<file path="src/design/jssm_pkg.sv">
// ----------------------------------------------------------------------------
// jssm_pkg
// Types, constants and helpers of the joystick string servo mixer.
// ----------------------------------------------------------------------------
package jssm_pkg;

  // Sequencer states
  typedef enum logic [3:0] {
    ST_IDLE,
    ST_UPDATE,
    ST_GAIN_X,
    ST_GAIN_Y,
    ST_LSQ_X,
    ST_LSQ_Y,
    ST_LROOT_LD,
    ST_LROOT,
    ST_RSQ_X,
    ST_RSQ_Y,
    ST_RROOT_LD,
    ST_RROOT,
    ST_PULSE_R,
    ST_PULSE_L,
    ST_PULSE_END,
    ST_OUT
  } state_e;

  // Event kinds
  localparam logic [1:0] KIND_BUTTON = 2'd0;
  localparam logic [1:0] KIND_AXIS   = 2'd1;

  // Trim buttons
  localparam logic [7:0] BTN_X_INC = 8'd0;
  localparam logic [7:0] BTN_Y_INC = 8'd1;
  localparam logic [7:0] BTN_Y_DEC = 8'd2;
  localparam logic [7:0] BTN_X_DEC = 8'd3;

  // Configuration register indexes
  localparam logic [1:0] CFG_TRIM_STEP   = 2'd0;
  localparam logic [1:0] CFG_TRIM_X_BASE = 2'd1;
  localparam logic [1:0] CFG_TRIM_Y_BASE = 2'd2;
  localparam logic [1:0] CFG_SERVO_EN    = 2'd3;

  // Port widths
  localparam int unsigned InDataW  = 24;
  localparam int unsigned InUserW  = 2;
  localparam int unsigned OutDataW = 72;
  localparam int unsigned CfgIdxW  = 2;
  localparam int unsigned CfgDataW = 23;

  // Datapath widths
  localparam int unsigned MulW    = 26;
  localparam int unsigned ProdW   = 2 * MulW;
  localparam int unsigned SqW     = 48;
  localparam int unsigned RootW   = 24;
  localparam int unsigned SqSteps = SqW / 2;
  localparam int unsigned SqCntW  = $clog2(SqSteps);

  // Geometry in Q16
  localparam logic signed [MulW-1:0] STICK_GAIN   = 26'sd185369;
  localparam logic signed [MulW-1:0] PULSE_GAIN   = 26'sd1000;
  localparam logic signed [MulW-1:0] LEFT_X0      = 26'sd917504;
  localparam logic signed [MulW-1:0] RIGHT_X0     = 26'sd720896;
  localparam logic signed [MulW-1:0] STRING_Y0    = 26'sd458752;
  localparam logic [RootW-1:0]       REST_LEFT    = 24'd1025800;
  localparam logic [RootW-1:0]       REST_RIGHT   = 24'd854484;
  localparam logic signed [ProdW-1:0] ROUND_HALF  = 52'sd32768;
  localparam logic [11:0]            PULSE_CENTRE = 12'd1500;
  localparam logic signed [MulW-1:0] PULSE_OFS    = 26'sd1500;
  localparam logic signed [MulW-1:0] PULSE_MAX    = 26'sd4095;
  localparam logic signed [MulW-1:0] S24_MAX      = 26'sd8388607;
  localparam logic signed [MulW-1:0] S24_MIN      = -26'sd8388608;

  // Saturate to signed 24 bit
  function automatic logic signed [23:0] sat24(input logic signed [MulW-1:0] v);
    logic signed [23:0] r;
    if (v > S24_MAX) begin
      r = 24'sh7FFFFF;
    end else if (v < S24_MIN) begin
      r = 24'sh800000;
    end else begin
      r = v[23:0];
    end
    return r;
  endfunction

  // Magnitude of a value known to stay within 24 bits
  function automatic logic [RootW-1:0] abs24(input logic signed [MulW-1:0] v);
    logic signed [MulW-1:0] m;
    m = v[MulW-1] ? -v : v;
    return m[RootW-1:0];
  endfunction

  // Round the scaled length difference and centre it, saturated to 0..4095
  function automatic logic [11:0] pulse_of(input logic signed [ProdW-1:0] prod);
    logic signed [ProdW-1:0] psum;
    logic signed [MulW-1:0]  p;
    logic [11:0]             r;
    psum = prod + ROUND_HALF;
    p    = $signed(psum[MulW+15:16]) + PULSE_OFS;
    if (p < 0) begin
      r = 12'd0;
    end else if (p > PULSE_MAX) begin
      r = 12'd4095;
    end else begin
      r = p[11:0];
    end
    return r;
  endfunction

endpackage

</file>
<file path="src/design/joystick_string_servo_mixer_top.sv">
// ----------------------------------------------------------------------------
// joystick_string_servo_mixer_top
// Joystick events to two string servo pulse widths, with button trims.
// ----------------------------------------------------------------------------
// Channel   Direction  Handshake                      Payload
// s_axis    in         s_axis_tvalid / s_axis_tready  tdata: index, level
//                                                     tuser: kind
// m_axis    out        m_axis_tvalid / m_axis_tready  tdata: right, left,
//                                                     trim x, trim y
// cfg       in         cfg_valid_i / cfg_ready_o      cfg_index_i, cfg_data_i
//
// An item runs from acceptance to a loaded result through two 24-step square
// roots on one root unit and eight passes through one shared 26x26 multiplier,
// one item at a time; the next item is taken once the sequencer is back in idle.
// Reset clears the sequencer, the stored axes, trims and registers to their
// defaults. A stalled result holds in the output register while the next
// item is accepted; the sequencer waits at its end until that register frees.
// ----------------------------------------------------------------------------
module joystick_string_servo_mixer_top #(
  parameter int unsigned AXIS_PAIRS = 3
) (
  input  logic                          clk_i,
  input  logic                          rst_ni,
  input  logic                          s_axis_tvalid,
  output logic                          s_axis_tready,
  // event_index [7:0], event_level [23:8]
  input  logic [jssm_pkg::InDataW-1:0]  s_axis_tdata,
  // event_kind [1:0]
  input  logic [jssm_pkg::InUserW-1:0]  s_axis_tuser,
  output logic                          m_axis_tvalid,
  input  logic                          m_axis_tready,
  // right_pulse_us [11:0], left_pulse_us [23:12], trim_x_now [47:24],
  // trim_y_now [71:48]
  output logic [jssm_pkg::OutDataW-1:0] m_axis_tdata,
  input  logic                          cfg_valid_i,
  output logic                          cfg_ready_o,
  input  logic [jssm_pkg::CfgIdxW-1:0]  cfg_index_i,
  input  logic [jssm_pkg::CfgDataW-1:0] cfg_data_i
);
  import jssm_pkg::*;

  localparam int unsigned AxisN  = 2 * AXIS_PAIRS;
  localparam int unsigned AxisW  = $clog2(AxisN);
  localparam logic [7:0]  AxisNum = 8'(AxisN);

  state_e state_q, state_d;

  // Configuration
  logic [15:0]        step_q;
  logic signed [22:0] base_x_q, base_y_q;
  logic               enable_q;

  // Event state
  logic signed [15:0] axis_q [AxisN];
  logic signed [23:0] ofs_x_q, ofs_y_q;

  // Latched item
  logic [1:0]         kind_q;
  logic [7:0]         index_q;
  logic signed [15:0] level_q;

  // Datapath
  logic signed [23:0]      tx_q, ty_q, x_q, y_q;
  logic signed [ProdW-1:0] prod_q;
  logic [SqW-1:0]          acc_q;
  logic [RootW-1:0]        root_l_q, root_r_q;
  logic [11:0]             pulse_r_q, pulse_l_q;
  logic [SqW-1:0]          sq_n_q, sq_r_q, sq_bit_q;
  logic [SqCntW-1:0]       sq_cnt_q;

  // Output register
  logic                    m_valid_q;
  logic [OutDataW-1:0]     m_data_q;

  logic                    in_fire, out_load;
  logic signed [MulW-1:0]  mul_a, mul_b;
  logic signed [MulW-1:0]  step_s, ofs_sum, tx_sum, ty_sum, x_sum, y_sum;
  logic signed [MulW-1:0]  x_w, y_w, g_w;
  logic signed [ProdW-1:0] g_sum;
  logic [RootW-1:0]        lax, rax, ady;
  logic [SqW:0]            sq_try;
  logic                    sq_ge;
  logic [SqW-1:0]          sq_n_nx, sq_r_nx;

  assign in_fire     = s_axis_tvalid && s_axis_tready;
  assign cfg_ready_o = 1'b1;

  // --------------------------------------------------------------------------
  // Combinational datapath
  // --------------------------------------------------------------------------
  always_comb begin
    step_s = $signed({10'd0, step_q});
    unique case (index_q)
      BTN_X_INC: ofs_sum = {{2{ofs_x_q[23]}}, ofs_x_q} + step_s;
      BTN_X_DEC: ofs_sum = {{2{ofs_x_q[23]}}, ofs_x_q} - step_s;
      BTN_Y_INC: ofs_sum = {{2{ofs_y_q[23]}}, ofs_y_q} + step_s;
      BTN_Y_DEC: ofs_sum = {{2{ofs_y_q[23]}}, ofs_y_q} - step_s;
      default:   ofs_sum = '0;
    endcase
    tx_sum = {{3{base_x_q[22]}}, base_x_q} + {{2{ofs_x_q[23]}}, ofs_x_q};
    ty_sum = {{3{base_y_q[22]}}, base_y_q} + {{2{ofs_y_q[23]}}, ofs_y_q};

    // Round the stick gain product back to Q16
    g_sum = prod_q + ROUND_HALF;
    g_w   = $signed(g_sum[MulW+15:16]);
    x_sum = g_w + {{2{tx_q[23]}}, tx_q};
    y_sum = g_w + {{2{ty_q[23]}}, ty_q};

    x_w = {{2{x_q[23]}}, x_q};
    y_w = {{2{y_q[23]}}, y_q};
    lax = abs24(LEFT_X0 + x_w);
    rax = abs24(RIGHT_X0 - x_w);
    ady = abs24(STRING_Y0 - y_w);

    // One step of the root: two bits of the radicand, one bit of the root
    sq_try  = {1'b0, sq_r_q} + {1'b0, sq_bit_q};
    sq_ge   = {1'b0, sq_n_q} >= sq_try;
    sq_n_nx = sq_ge ? sq_n_q - sq_try[SqW-1:0] : sq_n_q;
    sq_r_nx = sq_ge ? (sq_r_q >> 1) + sq_bit_q : sq_r_q >> 1;
  end

  // --------------------------------------------------------------------------
  // Sequencer: next state
  // --------------------------------------------------------------------------
  always_comb begin
    state_d = state_q;
    unique case (state_q)
      ST_IDLE:      if (in_fire) state_d = ST_UPDATE;
      ST_UPDATE:    state_d = ST_GAIN_X;
      ST_GAIN_X:    state_d = ST_GAIN_Y;
      ST_GAIN_Y:    state_d = ST_LSQ_X;
      ST_LSQ_X:     state_d = ST_LSQ_Y;
      ST_LSQ_Y:     state_d = ST_LROOT_LD;
      ST_LROOT_LD:  state_d = ST_LROOT;
      ST_LROOT:     if (sq_cnt_q == '0) state_d = ST_RSQ_X;
      ST_RSQ_X:     state_d = ST_RSQ_Y;
      ST_RSQ_Y:     state_d = ST_RROOT_LD;
      ST_RROOT_LD:  state_d = ST_RROOT;
      ST_RROOT:     if (sq_cnt_q == '0) state_d = ST_PULSE_R;
      ST_PULSE_R:   state_d = ST_PULSE_L;
      ST_PULSE_L:   state_d = ST_PULSE_END;
      ST_PULSE_END: state_d = ST_OUT;
      ST_OUT:       if (out_load) state_d = ST_IDLE;
      default:      state_d = ST_IDLE;
    endcase
  end

  // --------------------------------------------------------------------------
  // Sequencer: outputs (multiplier operands, handshakes)
  // --------------------------------------------------------------------------
  always_comb begin
    s_axis_tready = 1'b0;
    out_load      = 1'b0;
    mul_a         = '0;
    mul_b         = '0;
    unique case (state_q)
      ST_IDLE: s_axis_tready = 1'b1;
      ST_GAIN_X: begin
        mul_a = {{(MulW-16){axis_q[1][15]}}, axis_q[1]};
        mul_b = STICK_GAIN;
      end
      ST_GAIN_Y: begin
        mul_a = {{(MulW-16){axis_q[0][15]}}, axis_q[0]};
        mul_b = STICK_GAIN;
      end
      ST_LSQ_X: begin
        mul_a = $signed({2'b0, lax});
        mul_b = $signed({2'b0, lax});
      end
      ST_LSQ_Y, ST_RSQ_Y: begin
        mul_a = $signed({2'b0, ady});
        mul_b = $signed({2'b0, ady});
      end
      ST_RSQ_X: begin
        mul_a = $signed({2'b0, rax});
        mul_b = $signed({2'b0, rax});
      end
      ST_PULSE_R: begin
        mul_a = $signed({2'b0, root_r_q}) - $signed({2'b0, REST_RIGHT});
        mul_b = PULSE_GAIN;
      end
      ST_PULSE_L: begin
        mul_a = $signed({2'b0, root_l_q}) - $signed({2'b0, REST_LEFT});
        mul_b = PULSE_GAIN;
      end
      ST_OUT: out_load = !m_valid_q || m_axis_tready;
      default: begin
        mul_a = '0;
        mul_b = '0;
      end
    endcase
  end

  // --------------------------------------------------------------------------
  // Control state
  // --------------------------------------------------------------------------
  always_ff @(posedge clk_i or negedge rst_ni) begin
    if (!rst_ni) begin
      state_q   <= ST_IDLE;
      m_valid_q <= 1'b0;
      step_q    <= 16'd655;
      base_x_q  <= '0;
      base_y_q  <= '0;
      enable_q  <= 1'b1;
      ofs_x_q   <= '0;
      ofs_y_q   <= '0;
      for (int i = 0; i < AxisN; i++) begin
        axis_q[i] <= '0;
      end
    end else begin
      state_q <= state_d;

      if (out_load) begin
        m_valid_q <= 1'b1;
      end else if (m_axis_tready) begin
        m_valid_q <= 1'b0;
      end

      if (cfg_valid_i) begin
        unique case (cfg_index_i)
          CFG_TRIM_STEP:   step_q   <= cfg_data_i[15:0];
          CFG_TRIM_X_BASE: base_x_q <= $signed(cfg_data_i);
          CFG_TRIM_Y_BASE: base_y_q <= $signed(cfg_data_i);
          CFG_SERVO_EN:    enable_q <= cfg_data_i[0];
          default:         enable_q <= enable_q;
        endcase
      end

      if (state_q == ST_UPDATE) begin
        if (kind_q == KIND_BUTTON) begin
          if (index_q == BTN_X_INC || index_q == BTN_X_DEC) begin
            ofs_x_q <= sat24(ofs_sum);
          end
          if (index_q == BTN_Y_INC || index_q == BTN_Y_DEC) begin
            ofs_y_q <= sat24(ofs_sum);
          end
        end else if (kind_q == KIND_AXIS && index_q < AxisNum) begin
          axis_q[index_q[AxisW-1:0]] <= level_q;
        end
      end
    end
  end

  // --------------------------------------------------------------------------
  // Payload registers
  // --------------------------------------------------------------------------
  always_ff @(posedge clk_i) begin
    prod_q <= mul_a * mul_b;

    if (in_fire) begin
      kind_q  <= s_axis_tuser;
      index_q <= s_axis_tdata[7:0];
      level_q <= $signed(s_axis_tdata[23:8]);
    end

    unique case (state_q)
      ST_GAIN_X: begin
        tx_q <= sat24(tx_sum);
        ty_q <= sat24(ty_sum);
      end
      ST_GAIN_Y: x_q <= sat24(x_sum);
      ST_LSQ_X:  y_q <= sat24(y_sum);
      ST_LSQ_Y, ST_RSQ_Y: acc_q <= prod_q[SqW-1:0];
      ST_LROOT_LD, ST_RROOT_LD: begin
        sq_n_q   <= acc_q + prod_q[SqW-1:0];
        sq_r_q   <= '0;
        sq_bit_q <= {2'b01, {(SqW-2){1'b0}}};
        sq_cnt_q <= SqCntW'(SqSteps - 1);
      end
      ST_LROOT, ST_RROOT: begin
        sq_n_q   <= sq_n_nx;
        sq_r_q   <= sq_r_nx;
        sq_bit_q <= sq_bit_q >> 2;
        sq_cnt_q <= sq_cnt_q - 1'b1;
        if (sq_cnt_q == '0) begin
          if (state_q == ST_LROOT) begin
            root_l_q <= sq_r_nx[RootW-1:0];
          end else begin
            root_r_q <= sq_r_nx[RootW-1:0];
          end
        end
      end
      ST_PULSE_L:   pulse_r_q <= pulse_of(prod_q);
      ST_PULSE_END: pulse_l_q <= pulse_of(prod_q);
      default:      acc_q <= acc_q;
    endcase

    if (out_load) begin
      m_data_q[11:0]  <= enable_q ? pulse_r_q : PULSE_CENTRE;
      m_data_q[23:12] <= enable_q ? pulse_l_q : PULSE_CENTRE;
      m_data_q[47:24] <= tx_q;
      m_data_q[71:48] <= ty_q;
    end
  end

  assign m_axis_tvalid = m_valid_q;
  assign m_axis_tdata  = m_data_q;

endmodule

</file>
<file path="config.mk">
export PLATFORM = sky130hd
export DESIGN_NAME = joystick_string_servo_mixer_top
export DESIGN_NICKNAME = d
export VERILOG_FILES = /design/src/design/jssm_pkg.sv /design/src/design/joystick_string_servo_mixer_top.sv
export SDC_FILE = /design/constraint.sdc
export NUM_CORES = 2
export LEC_CHECK = 0
export ABC_AREA = 1
export BUFFER_PORTS_ARGS = -buffer_cell sky130_fd_sc_hd__buf_2
export CORE_MARGIN = 5
export CORE_UTILIZATION = 30
export CTS_CLUSTER_SIZE = 8
export DETAILED_ROUTE_END_ITERATION = 12
export PLACE_DENSITY = 0.49
export SYNTH_ARGS = -nofsm -noshare
export SYNTH_HDL_FRONTEND = slang
export SYNTH_SLANG_ARGS = --single-unit
</file>
<file path="constraint.sdc">
create_clock -name clk_i -period 25.5 [get_ports clk_i]
set_input_delay 5.1 -clock clk_i [delete_from_list [all_inputs] [get_ports clk_i]]
set_output_delay 5.1 -clock clk_i [all_outputs]
set_load 0.03 [all_outputs]
</file>
==> qor.yml <==
logic_synthesis:
  synthAdderAreaFrac_pct: 26.2
  synth-edff-count: 439
  synthMuxAreaShare_pct: 0
  async_flop_share_pct: 23.3
  synth_seq_area_share_pct: 26.0
  synth-xor-area-share_pct: 4.59
  synth-compound-area-share_pct: 11.1
  synth_area_um2: 68800
  ys_seq_elements: 635
  postSynthAreaPerCell_um2: 7.78
  synth_top_family_by_area: "adder cells"
  synth_ff_type: "edfxtp_1"
  synth_warnings: 0
  postSynthCellCount: 8839
  yosysUniqueCellTypes: 79
  yosys.area_share.simple_pct: 21.7
floorplanning:
  coreArea_um2: 228000
  die_h_um: 489
  ios: 131
  start_util_pct: 30.2
  dieWidth_um: 489
  row_count: 175
  die-area_um2: 239000
grt:
  overflow: 0
  grt_usage_pct: 20.9
  antenna_found_initial: 17
  grt_max_degree: 101
  grt_pass1_vias: 59900
  grt_pass1_wl_um: 379000
clocking:
  clock_latency_ps: 740
  cts_made_buffers: 92
  post_cts_resized: 0
  clock-root-buffer: "clkbuf_16"
  clock_path_buffers: 3
  cts.sinks: 635
  cts_tree: "done"
  clk_pin_slew_worst_paths_ps: 60
  postCtsSetupBuffers: 0
  htree_levels: 3
  ctsHoldBuffers: 0
placement:
  dp.cells: 11900
  io_buffers: 129
  place.gp.congestion: 0.950
  hpwlAfterDp_um: 205000
  placed_area_um2: 73000
critical_path:
  cp.arrival_ps: 11460
  cpMostUsedCell: "fa_1"
  cp-end-kind: "flop"
  path_max_fanout: 21
  start_kind: "flop"
  slowest_stage: "nand2_1"
  worstPathRequired_ps: 26040
  crit_path_max_incr_delay_ps: 640
  critPathKind: "flop to flop"
routing:
  drt.antenna.violating_nets: 0
  vias: 59400
  drtIter0Drc: 4377
  wire_per_inst_um: 21.0
  wl_um: 253000
  avgViaCountPerCell: 4.93
  drc_errors: 0
  dr.pass1.iters: 6
finish:
  final_cells: 12000
  final_cell_area_um2: 75700
  areaGrowthSynthToFinish_pct: 10.1
  drive_gt1_share_pct: 5.86
  nets: 10100
worst_hold_path:
  hold_path.class: "flop to flop"
timing:
  period_share_pct: 42.8
  tns_ps: 0
  worst_pin_slew_ps: 1230
  min_period_ps: 10920
  finalHoldViolCount: 0
  fmax_mhz: 91.6
  rsz0062_at_grt: "false"
  relSlewSlack_pct: 17.8
  drv_slew: 0
  skew_ps: 47.3
  setup_viol: 0
outcome:
  status: "finished, final reports clean"
flow_run:
  drv_cap: 0
synth_stat cells, drive strengths merged, types with 6 or more instances:
| cell type | count | share of area [%] |
|---|---|---|
| a211oi | 6 | 0.065 |
| a21boi | 26 | 0.28 |
| a21o | 32 | 0.35 |
| a21oi | 529 | 3.8 |
| a22o | 7 | 0.089 |
| a31oi | 62 | 0.59 |
| and3 | 11 | 0.10 |
| buf | 109 | 0.90 |
| clkbuf | 86 | 0.47 |
| dfrtp | 141 | 5.1 |
| dfstp | 7 | 0.27 |
| dfxtp | 48 | 1.4 |
| edfxtp | 439 | 19 |
| fa | 625 | 18 |
| ha | 440 | 8.0 |
| inv | 1655 | 9.0 |
| nand2 | 2197 | 12 |
| nand3 | 367 | 2.9 |
| nand3b | 22 | 0.25 |
| nand4 | 72 | 0.68 |
| nor2 | 720 | 4.2 |
| nor3 | 86 | 0.71 |
| nor4 | 37 | 0.34 |
| o2111ai | 10 | 0.13 |
| o211ai | 24 | 0.26 |
| o21a | 14 | 0.15 |
| o21ai | 582 | 4.3 |
| o21bai | 35 | 0.39 |
| o221ai | 10 | 0.13 |
| o22ai | 10 | 0.091 |
| o31ai | 11 | 0.12 |
| or2 | 25 | 0.23 |
| xnor2 | 138 | 1.8 |
| xor2 | 215 | 2.8 |
stage by stage:
step                setup slack [ps]  util, %  hold WS, ps
floorplan                      16820        -          412
global placement               14730     32.0          432
detailed placement             14710     32.0          432
CTS                            14640     33.2          445
global route                   14050     33.2          450
finish                         14580     33.2          441
cell usage in the layout, fill, tap and decap left out, types with 31 or more instances in the layout:
| cell | instances |
|---|---|
| a21o_1 | 32 |
| a21oi_1 | 529 |
| a31oi_1 | 61 |
| buf_2 | 128 |
| buf_4 | 70 |
| clkbuf_1 | 60 |
| clkbuf_16 | 92 |
| dfrtp_1 | 141 |
| dfxtp_1 | 48 |
| edfxtp_1 | 439 |
| fa_1 | 625 |
| ha_1 | 440 |
| inv_1 | 1622 |
| inv_2 | 31 |
| nand2_1 | 2159 |
| nand2_2 | 34 |
| nand3_1 | 333 |
| nand3_2 | 31 |
| nand4_1 | 69 |
| nor2_1 | 666 |
| nor3_1 | 75 |
| nor4_1 | 37 |
| o21ai_0 | 564 |
| o21bai_1 | 33 |
| xnor2_1 | 136 |
| xor2_1 | 210 |
metal layers:
metal	vias up	track usage (%)	wire [µm]
met4	4	6.44	8800
met3	338	3.09	14400
met1	28900	27.4	109000
li1	28400	-	-
met5	-	0	22
met2	1766	35.7	121000
layout make-up:
type                    count  area, µm²
diodes                      8       20.0
repair buffers            199       1180
flip-flops and latches    635      17900
fillers                 24400     152000
inverters                1659       6230
clock inverters            12        163
multi-input cells        6370      43900
well taps                3009       3760
clock buffers             155       2570
worst paths after layout:
kind,from,to,slack [ps],depth (start not counted)
worst max-delay path,x_q[0]$_SDFFCE_PN1P_,prod_q[35]$_DFF_P_,14580,36
worst min-delay path,prod_q[6]$_DFF_P_,acc_q[6]$_DFFE_PP_,440,0
worst max register to register,x_q[0]$_SDFFCE_PN1P_,prod_q[35]$_DFF_P_,14580,36
worst min register to register,prod_q[6]$_DFF_P_,acc_q[6]$_DFFE_PP_,440,0
max in group asynchronous,rst_ni,axis_q[73]$_DFFE_PN0P_,19380,2
min in group asynchronous,rst_ni,base_y_q[21]$_DFFE_PN0P_,4520,1
sequential cells by signal, indices dropped and copies added, names as in the netlist, 32 cells and up:
| name | count |
|---|---|
| prod_q | 48 |
| sq_n_q | 48 |
| sq_r_q | 48 |
| acc_q | 48 |
| axis_q | 32 |
| m_axis_tdata | 72 |
logic make-up (layout without fill, tap and decap cells):
group | after synthesis | in the layout
fa+ha+maj | 1065 | 1065
buf+inv | 1854 | 2025
other cells | 2 | 30
compound gates | 1384 | 1384
xor+xnor | 353 | 353
flops | 635 | 635
simple gates | 3546 | 3546
worst max-delay path: cells and delay by family (launching register included):
kind	cells	cell delay [ps]
xor+xnor	2	860
buf+inv	8	1200
fa+ha+maj	9	4390
flops	1	420
simple gates	13	2760
compound gates	4	1020
Power is not shown: default switching activity piles up to over one toggle a cycle in this logic, so the estimate is an artifact.
